[src/sv/ifad_pkg.sv]
package ifad_pkg;

  // time width default, masks every timestamp inside the block
  localparam int TIME_WIDTH_DEF = 32;

  localparam int ACCEL_W  = 16;
  localparam int SQ_W     = 32;
  localparam int TSTAMP_W = 32;
  localparam int CFG_W    = 32;
  localparam int CFG_IDX_W = 3;
  localparam int WINDOW_W = 16;

  typedef enum logic [1:0] {
    OP_SAMPLE  = 2'd0,
    OP_TRIGGER = 2'd1,
    OP_CLEAR   = 2'd2,
    OP_LOST    = 2'd3
  } opcode_t;

  typedef enum logic [1:0] {
    RSN_IMPACT   = 2'd0,
    RSN_FREEFALL = 2'd1,
    RSN_MANUAL   = 2'd2
  } reason_t;

  typedef enum logic [1:0] {
    LVL_CLEAR    = 2'd0,
    LVL_WARNING  = 2'd1,
    LVL_CRITICAL = 2'd2
  } level_t;

  typedef enum logic [CFG_IDX_W-1:0] {
    CFG_WARNING_LEVEL  = 3'd0,
    CFG_IMPACT_LEVEL   = 3'd1,
    CFG_FREEFALL_LEVEL = 3'd2,
    CFG_FREEFALL_WIN   = 3'd3,
    CFG_ALERT_HOLD     = 3'd4,
    CFG_COOLDOWN       = 3'd5
  } cfg_idx_t;

  // register reset values, squared raw counts at 4096 counts per g
  localparam logic [CFG_W-1:0]    WARNING_LEVEL_RST  = 32'd48486154;
  localparam logic [CFG_W-1:0]    IMPACT_LEVEL_RST   = 32'd122305905;
  localparam logic [CFG_W-1:0]    FREEFALL_LEVEL_RST = 32'd2055209;
  localparam logic [WINDOW_W-1:0] FREEFALL_WIN_RST   = 16'd2000;
  localparam logic [CFG_W-1:0]    ALERT_HOLD_RST     = 32'd30000;
  localparam logic [CFG_W-1:0]    COOLDOWN_RST       = 32'd30000;

endpackage

[src/sv/impact_freefall_alert_detector.sv]
// impact and free-fall alert detector
// input channel: one word per command or timestamped three-axis sample
//   (in_opcode, in_accel_x/y/z, in_time_ms), moved when in_valid is high
//   and in_stall is low
// result channel: one word per input word (alert level, report flags,
//   squared magnitude, peak and sensor status), moved when out_valid is
//   high and out_stall is low
// config port: cfg_wr_en writes cfg_wdata into register cfg_index at the
//   clock edge; only write while no word is in flight
// latency: a word taken at one edge shows on the result port after the
//   second edge that follows it (input register, squares register, result
//   register)
// throughput: one word per cycle; the three 16x16 squares sit in their own
//   stage, the sum, threshold compares and alert state update in the next
// a stalled result holds; the pipeline keeps filling behind it until all
//   three stages are full, then in_stall rises in the same cycle
// reset (rst_n low, synchronous): pipeline empties, alert state clears,
//   sensor is taken as working and the registers return to defaults
module impact_freefall_alert_detector #(
  parameter int TIME_WIDTH = ifad_pkg::TIME_WIDTH_DEF
) (
  input  logic                                 clk,
  input  logic                                 rst_n,
  // input channel
  input  logic                                 in_valid,
  output logic                                 in_stall,
  input  logic [1:0]                           in_opcode,
  input  logic signed [ifad_pkg::ACCEL_W-1:0]  in_accel_x,
  input  logic signed [ifad_pkg::ACCEL_W-1:0]  in_accel_y,
  input  logic signed [ifad_pkg::ACCEL_W-1:0]  in_accel_z,
  input  logic [ifad_pkg::TSTAMP_W-1:0]        in_time_ms,
  // result channel
  output logic                                 out_valid,
  input  logic                                 out_stall,
  output logic [1:0]                           out_alert_level,
  output logic                                 out_report_valid,
  output logic [1:0]                           out_report_reason,
  output logic                                 out_report_is_repeat,
  output logic [ifad_pkg::SQ_W-1:0]            out_magnitude_sq,
  output logic [ifad_pkg::SQ_W-1:0]            out_peak_magnitude_sq,
  output logic                                 out_sensor_good,
  // configuration
  input  logic                                 cfg_wr_en,
  input  logic [ifad_pkg::CFG_IDX_W-1:0]       cfg_index,
  input  logic [ifad_pkg::CFG_W-1:0]           cfg_wdata
);

  // wide compare width: a time difference against a 32-bit register
  localparam int CW = TIME_WIDTH + ifad_pkg::CFG_W;

  // ---------------------------------------------------------------------
  // configuration registers
  // ---------------------------------------------------------------------
  logic [ifad_pkg::CFG_W-1:0]    warn_lvl_r, impact_lvl_r, ff_lvl_r;
  logic [ifad_pkg::WINDOW_W-1:0] ff_win_r;
  logic [ifad_pkg::CFG_W-1:0]    hold_r, cooldown_r;

  always_ff @(posedge clk) begin
    if (!rst_n) begin
      warn_lvl_r   <= ifad_pkg::WARNING_LEVEL_RST;
      impact_lvl_r <= ifad_pkg::IMPACT_LEVEL_RST;
      ff_lvl_r     <= ifad_pkg::FREEFALL_LEVEL_RST;
      ff_win_r     <= ifad_pkg::FREEFALL_WIN_RST;
      hold_r       <= ifad_pkg::ALERT_HOLD_RST;
      cooldown_r   <= ifad_pkg::COOLDOWN_RST;
    end else if (cfg_wr_en) begin
      case (cfg_index)
        ifad_pkg::CFG_WARNING_LEVEL:  warn_lvl_r   <= cfg_wdata;
        ifad_pkg::CFG_IMPACT_LEVEL:   impact_lvl_r <= cfg_wdata;
        ifad_pkg::CFG_FREEFALL_LEVEL: ff_lvl_r     <= cfg_wdata;
        ifad_pkg::CFG_FREEFALL_WIN:   ff_win_r     <= cfg_wdata[ifad_pkg::WINDOW_W-1:0];
        ifad_pkg::CFG_ALERT_HOLD:     hold_r       <= cfg_wdata;
        ifad_pkg::CFG_COOLDOWN:       cooldown_r   <= cfg_wdata;
        default: ;  // writes beyond the register list are dropped
      endcase
    end
  end

  // ---------------------------------------------------------------------
  // pipeline flow control: each stage moves when the next one has room
  // ---------------------------------------------------------------------
  logic s1_valid_r, s2_valid_r, out_valid_r;
  logic out_take, s2_free, s2_adv, s1_free, s1_adv, in_acc;

  assign out_take = !out_valid_r || !out_stall;
  assign s2_free  = !s2_valid_r || out_take;
  assign s2_adv   = s2_valid_r && out_take;
  assign s1_free  = !s1_valid_r || s2_free;
  assign s1_adv   = s1_valid_r && s2_free;
  assign in_stall = !s1_free;
  assign in_acc   = in_valid && !in_stall;

  always_ff @(posedge clk) begin
    if (!rst_n) begin
      s1_valid_r  <= 1'b0;
      s2_valid_r  <= 1'b0;
      out_valid_r <= 1'b0;
    end else begin
      if (s1_free)  s1_valid_r  <= in_valid;
      if (s2_free)  s2_valid_r  <= s1_valid_r;
      if (out_take) out_valid_r <= s2_valid_r;
    end
  end

  assign out_valid = out_valid_r;

  // ---------------------------------------------------------------------
  // stage 1: input register
  // ---------------------------------------------------------------------
  logic [1:0]                          s1_op_r;
  logic signed [ifad_pkg::ACCEL_W-1:0] s1_x_r, s1_y_r, s1_z_r;
  logic [ifad_pkg::TSTAMP_W-1:0]       s1_time_r;

  always_ff @(posedge clk) begin
    if (in_acc) begin
      s1_op_r   <= in_opcode;
      s1_x_r    <= in_accel_x;
      s1_y_r    <= in_accel_y;
      s1_z_r    <= in_accel_z;
      s1_time_r <= in_time_ms;
    end
  end

  // ---------------------------------------------------------------------
  // stage 2: per-axis squares and masked timestamp
  // ---------------------------------------------------------------------
  function automatic logic [ifad_pkg::SQ_W-1:0] sq_axis(
    input logic signed [ifad_pkg::ACCEL_W-1:0] v
  );
    logic [ifad_pkg::ACCEL_W-1:0] a;
    // magnitude as unsigned, full scale negative gives 0x8000
    a = v[ifad_pkg::ACCEL_W-1] ? ifad_pkg::ACCEL_W'(~v + 1'b1)
                               : ifad_pkg::ACCEL_W'(v);
    return ifad_pkg::SQ_W'(a) * ifad_pkg::SQ_W'(a);
  endfunction

  logic [TIME_WIDTH+ifad_pkg::TSTAMP_W-1:0] time_ext;
  assign time_ext = {{TIME_WIDTH{1'b0}}, s1_time_r};

  logic [1:0]                s2_op_r;
  logic [ifad_pkg::SQ_W-1:0] s2_sqx_r, s2_sqy_r, s2_sqz_r;
  logic [TIME_WIDTH-1:0]     s2_now_r;

  always_ff @(posedge clk) begin
    if (s1_adv) begin
      s2_op_r  <= s1_op_r;
      s2_sqx_r <= sq_axis(s1_x_r);
      s2_sqy_r <= sq_axis(s1_y_r);
      s2_sqz_r <= sq_axis(s1_z_r);
      s2_now_r <= time_ext[TIME_WIDTH-1:0];
    end
  end

  // ---------------------------------------------------------------------
  // detector state
  // ---------------------------------------------------------------------
  logic                      alive_r, ff_seen_r, rep_seen_r;
  logic [ifad_pkg::SQ_W-1:0] cur_sq_r, peak_sq_r;
  logic [TIME_WIDTH-1:0]     ff_time_r, end_time_r, last_rep_r;
  logic [1:0]                reason_r;

  logic                      alive_nxt, ff_seen_nxt, rep_seen_nxt;
  logic [ifad_pkg::SQ_W-1:0] cur_sq_nxt, peak_sq_nxt;
  logic [TIME_WIDTH-1:0]     ff_time_nxt, end_time_nxt, last_rep_nxt;
  logic [1:0]                reason_nxt;

  logic [ifad_pkg::SQ_W-1:0] mag;
  logic                      samp, is_trig, is_clear, is_lost;
  logic                      hit_impact, hit_ff, fire, repeat_rep, report;
  logic [TIME_WIDTH-1:0]     ff_diff, rep_diff;
  logic [CW-1:0]             hold_sum;
  logic [1:0]                fire_reason, level_nxt;

  // squares are at most 2^30 each, the sum fits 32 bits
  assign mag = s2_sqx_r + s2_sqy_r + s2_sqz_r;

  always_comb begin
    samp     = (s2_op_r == ifad_pkg::OP_SAMPLE) && alive_r;
    is_trig  = (s2_op_r == ifad_pkg::OP_TRIGGER);
    is_clear = (s2_op_r == ifad_pkg::OP_CLEAR);
    is_lost  = (s2_op_r == ifad_pkg::OP_LOST);

    alive_nxt   = alive_r && !is_lost;
    cur_sq_nxt  = samp ? mag : cur_sq_r;
    peak_sq_nxt = (samp && (mag > peak_sq_r)) ? mag : peak_sq_r;

    // a quiet sample marks free fall before the shock test sees it
    ff_seen_nxt = ff_seen_r;
    ff_time_nxt = ff_time_r;
    if (samp && (mag <= ff_lvl_r)) begin
      ff_seen_nxt = 1'b1;
      ff_time_nxt = s2_now_r;
    end
    ff_diff = s2_now_r - ff_time_nxt;

    hit_impact = samp && (mag >= impact_lvl_r);
    hit_ff     = samp && !hit_impact && ff_seen_nxt
                 && (CW'(ff_diff) <= CW'(ff_win_r))
                 && (mag >= warn_lvl_r);
    fire       = hit_impact || hit_ff || is_trig;

    if (is_trig)      fire_reason = ifad_pkg::RSN_MANUAL;
    else if (hit_ff)  fire_reason = ifad_pkg::RSN_FREEFALL;
    else              fire_reason = ifad_pkg::RSN_IMPACT;

    // alert end wraps within the time width
    hold_sum = CW'(s2_now_r) + CW'(hold_r);

    end_time_nxt = end_time_r;
    reason_nxt   = reason_r;
    last_rep_nxt = last_rep_r;
    rep_seen_nxt = rep_seen_r;
    if (fire) begin
      end_time_nxt = hold_sum[TIME_WIDTH-1:0];
      reason_nxt   = fire_reason;
      last_rep_nxt = s2_now_r;
      rep_seen_nxt = 1'b1;
    end else if (is_clear) begin
      end_time_nxt = '0;
      reason_nxt   = ifad_pkg::RSN_IMPACT;
    end

    // cooldown repeat, only on words that raised no report of their own
    rep_diff   = s2_now_r - last_rep_r;
    repeat_rep = !fire && (s2_now_r < end_time_nxt)
                 && (!rep_seen_r || (CW'(rep_diff) >= CW'(cooldown_r)));
    if (repeat_rep) begin
      last_rep_nxt = s2_now_r;
      rep_seen_nxt = 1'b1;
    end
    report = fire || repeat_rep;

    if (s2_now_r < end_time_nxt)
      level_nxt = ifad_pkg::LVL_CRITICAL;
    else if (alive_nxt && (cur_sq_nxt >= warn_lvl_r))
      level_nxt = ifad_pkg::LVL_WARNING;
    else
      level_nxt = ifad_pkg::LVL_CLEAR;
  end

  always_ff @(posedge clk) begin
    if (!rst_n) begin
      alive_r    <= 1'b1;
      cur_sq_r   <= '0;
      peak_sq_r  <= '0;
      ff_seen_r  <= 1'b0;
      ff_time_r  <= '0;
      end_time_r <= '0;
      rep_seen_r <= 1'b0;
      last_rep_r <= '0;
      reason_r   <= ifad_pkg::RSN_IMPACT;
    end else if (s2_adv) begin
      alive_r    <= alive_nxt;
      cur_sq_r   <= cur_sq_nxt;
      peak_sq_r  <= peak_sq_nxt;
      ff_seen_r  <= ff_seen_nxt;
      ff_time_r  <= ff_time_nxt;
      end_time_r <= end_time_nxt;
      rep_seen_r <= rep_seen_nxt;
      last_rep_r <= last_rep_nxt;
      reason_r   <= reason_nxt;
    end
  end

  // ---------------------------------------------------------------------
  // result register
  // ---------------------------------------------------------------------
  always_ff @(posedge clk) begin
    if (s2_adv) begin
      out_alert_level       <= level_nxt;
      out_report_valid      <= report;
      out_report_reason     <= report ? reason_nxt : ifad_pkg::RSN_IMPACT;
      out_report_is_repeat  <= repeat_rep;
      out_magnitude_sq      <= cur_sq_nxt;
      out_peak_magnitude_sq <= peak_sq_nxt;
      out_sensor_good       <= alive_nxt;
    end
  end

endmodule
[config.mk]
export PLATFORM = sky130hd
export DESIGN_NAME = impact_freefall_alert_detector
export DESIGN_NICKNAME = d
export VERILOG_FILES = /design/src/sv/ifad_pkg.sv /design/src/sv/impact_freefall_alert_detector.sv
export SDC_FILE = /design/constraint.sdc
export NUM_CORES = 2
export LEC_CHECK = 0
export BUFFER_PORTS_ARGS = -buffer_cell sky130_fd_sc_hd__buf_2
export CORE_MARGIN = 1
export CORE_UTILIZATION = 35
export DETAILED_ROUTE_END_ITERATION = 7
export GPL_TIMING_DRIVEN = 0
export SYNTH_ARGS = -nofsm -noshare
export SYNTH_HDL_FRONTEND = slang
export SYNTH_SLANG_ARGS = --single-unit
[constraint.sdc]
create_clock -name clk -period 37.1 [get_ports clk]
set_input_delay 1.855 -clock clk [delete_from_list [all_inputs] [get_ports clk]]
set_output_delay 1.855 -clock clk [all_outputs]
set_load 0.01 [all_outputs]
; Yosys cells after proc, flatten, opt, wreduce, memory -nomap -nowiden
; Cells that the tools add are included.
[op_classes]
addsub = 8
mul = 3
n_div = 0
magnitude_cmp = 8
n_eq_ne = 8
shifts = 0
muxes = 18
n_bitwise = 3
reduce_logical = 41
[op_table]
columns = op, count
row1 = two-way mux 32 bit, 7
row2 = >= comparator 32 bit, 4
row3 = adder 32 bit, 3
row4 = multiplier 16 x 16 -> 32 bit, 3
row5 = subtractor 32 bit, 2
row6 = adder 16 x 1 -> 16 bit (second input constant), 3
row7 = two-way mux 16 bit, 3
row8 = NOT 16 bit, 3
row9 = > comparator 32 bit, 1
row10 = <= comparator 32 x 16 -> 1 bit, 1
row11 = <= comparator 32 bit, 1
row12 = less-than comparator 32 bit, 1
row13 = logical AND 1 bit, 15
row14 = AND reduction 2 bit, 7
row15 = logical NOT 1 bit, 9
row16 = logical OR 1 bit, 7
row17 = equality test 3 x 2 -> 1 bit (second input constant), 2
row18 = equality test 3 bit (second input constant), 2
row19 = two-way mux 2 bit, 3
row20 = two-way mux 1 bit, 5
row21 = equality test 2 bit (second input constant), 2
row22 = equality test 3 x 1 -> 1 bit (second input constant), 1
row23 = logical NOT 3 bit, 1
row24 = equality test 2 x 1 -> 1 bit (second input constant), 1
row25 = other kinds (2), 2
[totals]
reg_bits = 627
latchBits = 0
ram_bits = 0
rom_bits = 0
input_bits = 122
n_memories = 0

; Depth between registers and ports, before layout
[logic_depth]
depth_word = 17
ltp_mapped = 63

; Worst setup path after synthesis
; OpenSTA, ideal clock, no wires.
[synth_path]
path_type = reg2reg
start = register s2_sqx_r[10] (netlist name)
end = register last_rep_r[0]
setup_ps = 72
t_arrival_ps = 11602
required_ps = 37028
slack_ps = 25427
path_stages_with_launch = 63
cell_sequence = edfxtp_1 > fa_1 > ha_1 > a211oi_1 > or3b_2 > nand3_1 > o21ai_0 > o22ai_1 > o211a_1 > a211oi_1 > nor3_1 > o31ai_1 > a21oi_1 > xor2_1 > inv_1 > ha_1 > nand4_1 > nor4_1 > [... 27 more ...] > buf_2 > buf_2 > a31oi_1 > ha_1 > a21o_1 > a21o_1 > a21oi_1 > o21ai_0 > a21oi_1 > o211ai_1 > a21o_1 > a21oi_1 > inv_1 > nor3_1 > o21a_1 > buf_6 > buf_6 > mux2i_1
[synth_between]
elab_chain_len = 17
word_cells_on_any_way = 26
[synth_lines]
columns = item, line_no
row1 = start: declaration, impact_freefall_alert_detector.sv:141  ; logic [ifad_pkg::SQ_W-1:0] s2_sqx_r, s2_sqy_r, s2_sqz_r;
row2 = start signal: assignment, impact_freefall_alert_detector.sv:147  ; s2_sqx_r <= sq_axis(s1_x_r);
row3 = adder 32 bit (*) (2 in series), impact_freefall_alert_detector.sv:175  ; assign mag = s2_sqx_r + s2_sqy_r + s2_sqz_r;
row4 = <= comparator 32 bit or >= comparator 32 bit (tied branches), "impact_freefall_alert_detector.sv:190, impact_freefall_alert_detector.sv:196"
row5 = "logical AND 1 bit, on equally long branches", "impact_freefall_alert_detector.sv:190, impact_freefall_alert_detector.sv:196"
row6 = two-way mux 32 bit or logical NOT 1 bit (tied branches), "impact_freefall_alert_detector.sv:190, impact_freefall_alert_detector.sv:197"
row7 = subtractor 32 bit or logical AND 1 bit (tied branches), "impact_freefall_alert_detector.sv:194, impact_freefall_alert_detector.sv:197"
row8 = <= comparator 32 x 16 -> 1 bit or logical AND 1 bit (tied branches), "impact_freefall_alert_detector.sv:198, impact_freefall_alert_detector.sv:197"
row9 = logical AND 1 bit, impact_freefall_alert_detector.sv:198  ; && (CW'(ff_diff) <= CW'(ff_win_r))
row10 = logical AND 1 bit, impact_freefall_alert_detector.sv:199  ; && (mag >= warn_lvl_r);
row11 = logical OR 1 bit (*) (2 in series), impact_freefall_alert_detector.sv:200  ; fire = hit_impact || hit_ff || is_trig;
row12 = two-way mux 32 bit, impact_freefall_alert_detector.sv:213  ; if (fire) begin
row13 = less-than comparator 32 bit, impact_freefall_alert_detector.sv:225  ; repeat_rep = !fire && (s2_now_r < end_time_nxt)
row14 = logical AND 1 bit, impact_freefall_alert_detector.sv:225
row15 = logical AND 1 bit, impact_freefall_alert_detector.sv:226  ; && (!rep_seen_r || (CW'(rep_diff) >= CW'(cooldown_r)));
row16 = nonzero test 2 bit (no line), --
row17 = AND reduction 2 bit (no line), --
row18 = end signal: assignment, impact_freefall_alert_detector.sv:260  ; last_rep_r <= last_rep_nxt;
row19 = end: declaration, impact_freefall_alert_detector.sv:159  ; logic [TIME_WIDTH-1:0] ff_time_r, end_time_r, last_rep_r;
; Mark *: on every way between the ends. The rest lies on a longest branch, timed or not.
; A chain may end at the register's enable or synchronous reset.

; Final worst setup path
[layout_path]
start = register s2_sqx_r[10] (netlist name)
end = register last_rep_r[22]
; Same word-level chain as after synthesis.

==> flow_summary.ini <==
[timing]
maxSlewHeadroom_pct = 7.41
worstMarginPinSlew_ps = 1380
hold_viol_final = 0
rsz0062_at_grt = no
fin_crit_sh_pct = 41.6
fin_skew_ps = 37.8
period_needed_ps = 15420
fmax_ghz = 0.0649
setup_viol = 0
final_max_slew_viol_count = 0
tns_ps = 0

[job]
cap_violations = 0

[final_layout]
seqCellArea_sq_mm = 0.0153
fin_area_sq_mm = 0.0621
syn_to_final_growth_pct = 11.6
final_common_cell = inv_1
fill_cells = 15731
nets = 7721
final_cell_mix = inv_1 (979), nand2_1 (856), ha_1 (646)
multi_input_area_sq_mm = 0.0361
post_route_cells_drive_above_1_share_pct = 6.34

[floorplanning]
ios = 195
dieArea_sq_mm = 0.161
core_sq_mm = 0.157
num_rows = 145
fp.dieW_um = 401
die_y_um = 401
start_util_pct = 35.4

[setup_path]
crit_type = flop to flop
worst_ep_required_time_ps = 37700
end_kind = flop
max_stage_delay_ps = 730
cp-start-kind = flop
cp_num_buf_inv = 7
worst-path-stages = 58
worstPathArrival_ps = 16020
worst_path_most_repeated_cell = ha_1
rr_worst_depth = 58
cp_slowest_cell = nor4_1
crit_fanout = 10
crit_family = compound AO/OA/AOI/OAI gates

[placed_design]
dpl.hpwl_mm = 134
io_buffers = 192
postPlaceCellArea_sq_mm = 0.0595
gp_congestion = 0.921

[detailed_routing]
remaining_drc_errors = 0
via_count = 43953
dr.first_iter.drc_count = 3416
wl_per_cell_um = 19.5
drt-pass1-iter-count = 6
wl_mm = 166
ant_nets = 0
drt-vias-per-instance = 5.14

[yosys]
synth_flop_cell = dfxtp_1
synth-async-reset-ratio_pct = 0
synth_area_leaders = fa_1 (19%), edfxtp_1 (15%), ha_1 (15%), dfxtp_1 (12%), inv_1 (6.6%)
synth_top_area_share_pct = 19.0
syn_area_per_cell_sq_um = 9.11
yosysWarnings = 0
synth.largest_area_cell = fa_1
yosys.cell_types.count = 86
synth_edf_count = 280
ys_ff_latch = 624
ys_seq_area_share_pct = 27.5
synth_area_sq_mm = 0.0557
syn_inst = 6108

[clocking]
cts_tree = yes
clock-sinks = 624
insertion_delay_ps = 710
hold_buffers = 0
ctsLongestPathBuffers = 3
cts_root_buffer = clkbuf_16
cts.clk_slew.worst_paths_ps = 60
cts-resized-gates = 0
cts_setup_buffers = 0
htree_levels = 3
numCtsBuffers = 77

[run_status]
status = finished, final reports clean

[global_routing]
grt_overflow = 0
antenna_found_initial = 5
grt_pass1_vias = 43844
grt_pass1_wl_mm = 254
grt_usage_pct = 20.6
grt_max_degree = 59

[min_path]
hp-class = flop to flop
whs_path_depth = 0
synthesized netlist by cell type, types with 15 or more instances:
cell type / instances
clkbuf_1: 152
fa_1: 528
ha_1: 646
o211ai_1: 74
a21boi_0: 15
clkinv_1: 17
inv_1: 979
dfxtp_1: 344
o21bai_1: 22
and2_1: 26
nand2_1: 856
xor2_1: 87
mux2i_1: 63
o31ai_1: 22
o21a_1: 47
edfxtp_1: 280
o21ai_0: 166
mux2_2: 38
nand2b_1: 46
or3_1: 20
nand4_1: 55
a21oi_1: 450
xnor2_1: 152
nor2b_1: 41
nand3_1: 77
nor2_1: 425
a31oi_1: 37
a211oi_1: 52
a21o_1: 104
nor3_1: 68
and3_1: 20
flip-flops by register name, summed over array words and instances (netlist names), 16 cells and up:
register / cells
s1_x_r: 16
out_peak_magnitude_sq: 32
s1_y_r: 16
end_time_r: 32
peak_sq_r: 32
s2_sqy_r: 31
last_rep_r: 32
s1_time_r: 32
hold_r: 32
s2_sqx_r: 31
warn_lvl_r: 32
ff_win_r: 16
s1_z_r: 16
cooldown_r: 32
impact_lvl_r: 32
s2_sqz_r: 31
ff_lvl_r: 32
s2_now_r: 32
ff_time_r: 32
out_magnitude_sq: 32
cur_sq_r: 32
area by class of cell:
cell class	count	area share, %
sequential	624	24.6
clock buffer	99	3.39
inverter	1001	6.05
multi-input combinational	4346	58.1
antenna	1	0.00403
clock inverter	41	0.775
buffer	174	1.14
timing repair buffer	201	1.82
tap	2058	4.14
kinds of logic (layout without fill, tap and decap cells):
family	Yosys count	in the layout	synth area share, %
simple gates	1696	1696	13.1
fa+ha+maj	1175	1175	33.5
buf+inv	1175	1516	8.01
compound gates	1096	1096	12.2
flops	624	624	27.5
xor+xnor	239	239	3.76
mux	101	101	1.90
other cells	2	40	0.0135
worst register-to-register path, delay by kind of cell, from the launching register on:
kind                       cells  cell delay (ps)
adders and majority gates      6             2210
muxes                          2              490
AOI/OAI and AO/OA             23             4780
and+or+nand+nor               18             4670
DFF                            1              420
buffers and inverters          7             2090
xor gates and xnor gates       2              700
path summary, 6_finish.rpt:
check                     from              to  slack, ps
setup / recovery  s2_sqx_r[10]  last_rep_r[22]      21680
hold / removal    s1_time_r[9]     s2_now_r[9]        420
setup reg to reg  s2_sqx_r[10]  last_rep_r[22]      21680
hold reg to reg   s1_time_r[9]     s2_now_r[9]        420
layer usage:
metal  track usage [%]  part of all wire [%]  vias to the layer above
li1                  -                     -                    20864
met4              6.41                   3.1                        0
met5                 0                     0                        -
met2              33.0                    45                     1425
met3              3.66                   7.4                      234
met1              28.0                    45                    21430
stage by stage:
stage / instances / worst slack, ps / hold WS (ps) / util (%)
2_1_floorplan: 6145 / 25430 / 400 / -
3_3_place_gp: 8395 / 22040 / 404 / 37.8
3_5_place_dp: 8404 / 21960 / 405 / 37.9
4_1_cts: 8544 / 21870 / 416 / 39.5
5_1_grt: 8544 / 20560 / 419 / 39.5
6_report: 8545 / 21680 / 416 / 39.5
Power is left out: the tool's default activity adds up to more than one toggle a clock period on the data nets, which glitch-free logic cannot reach.
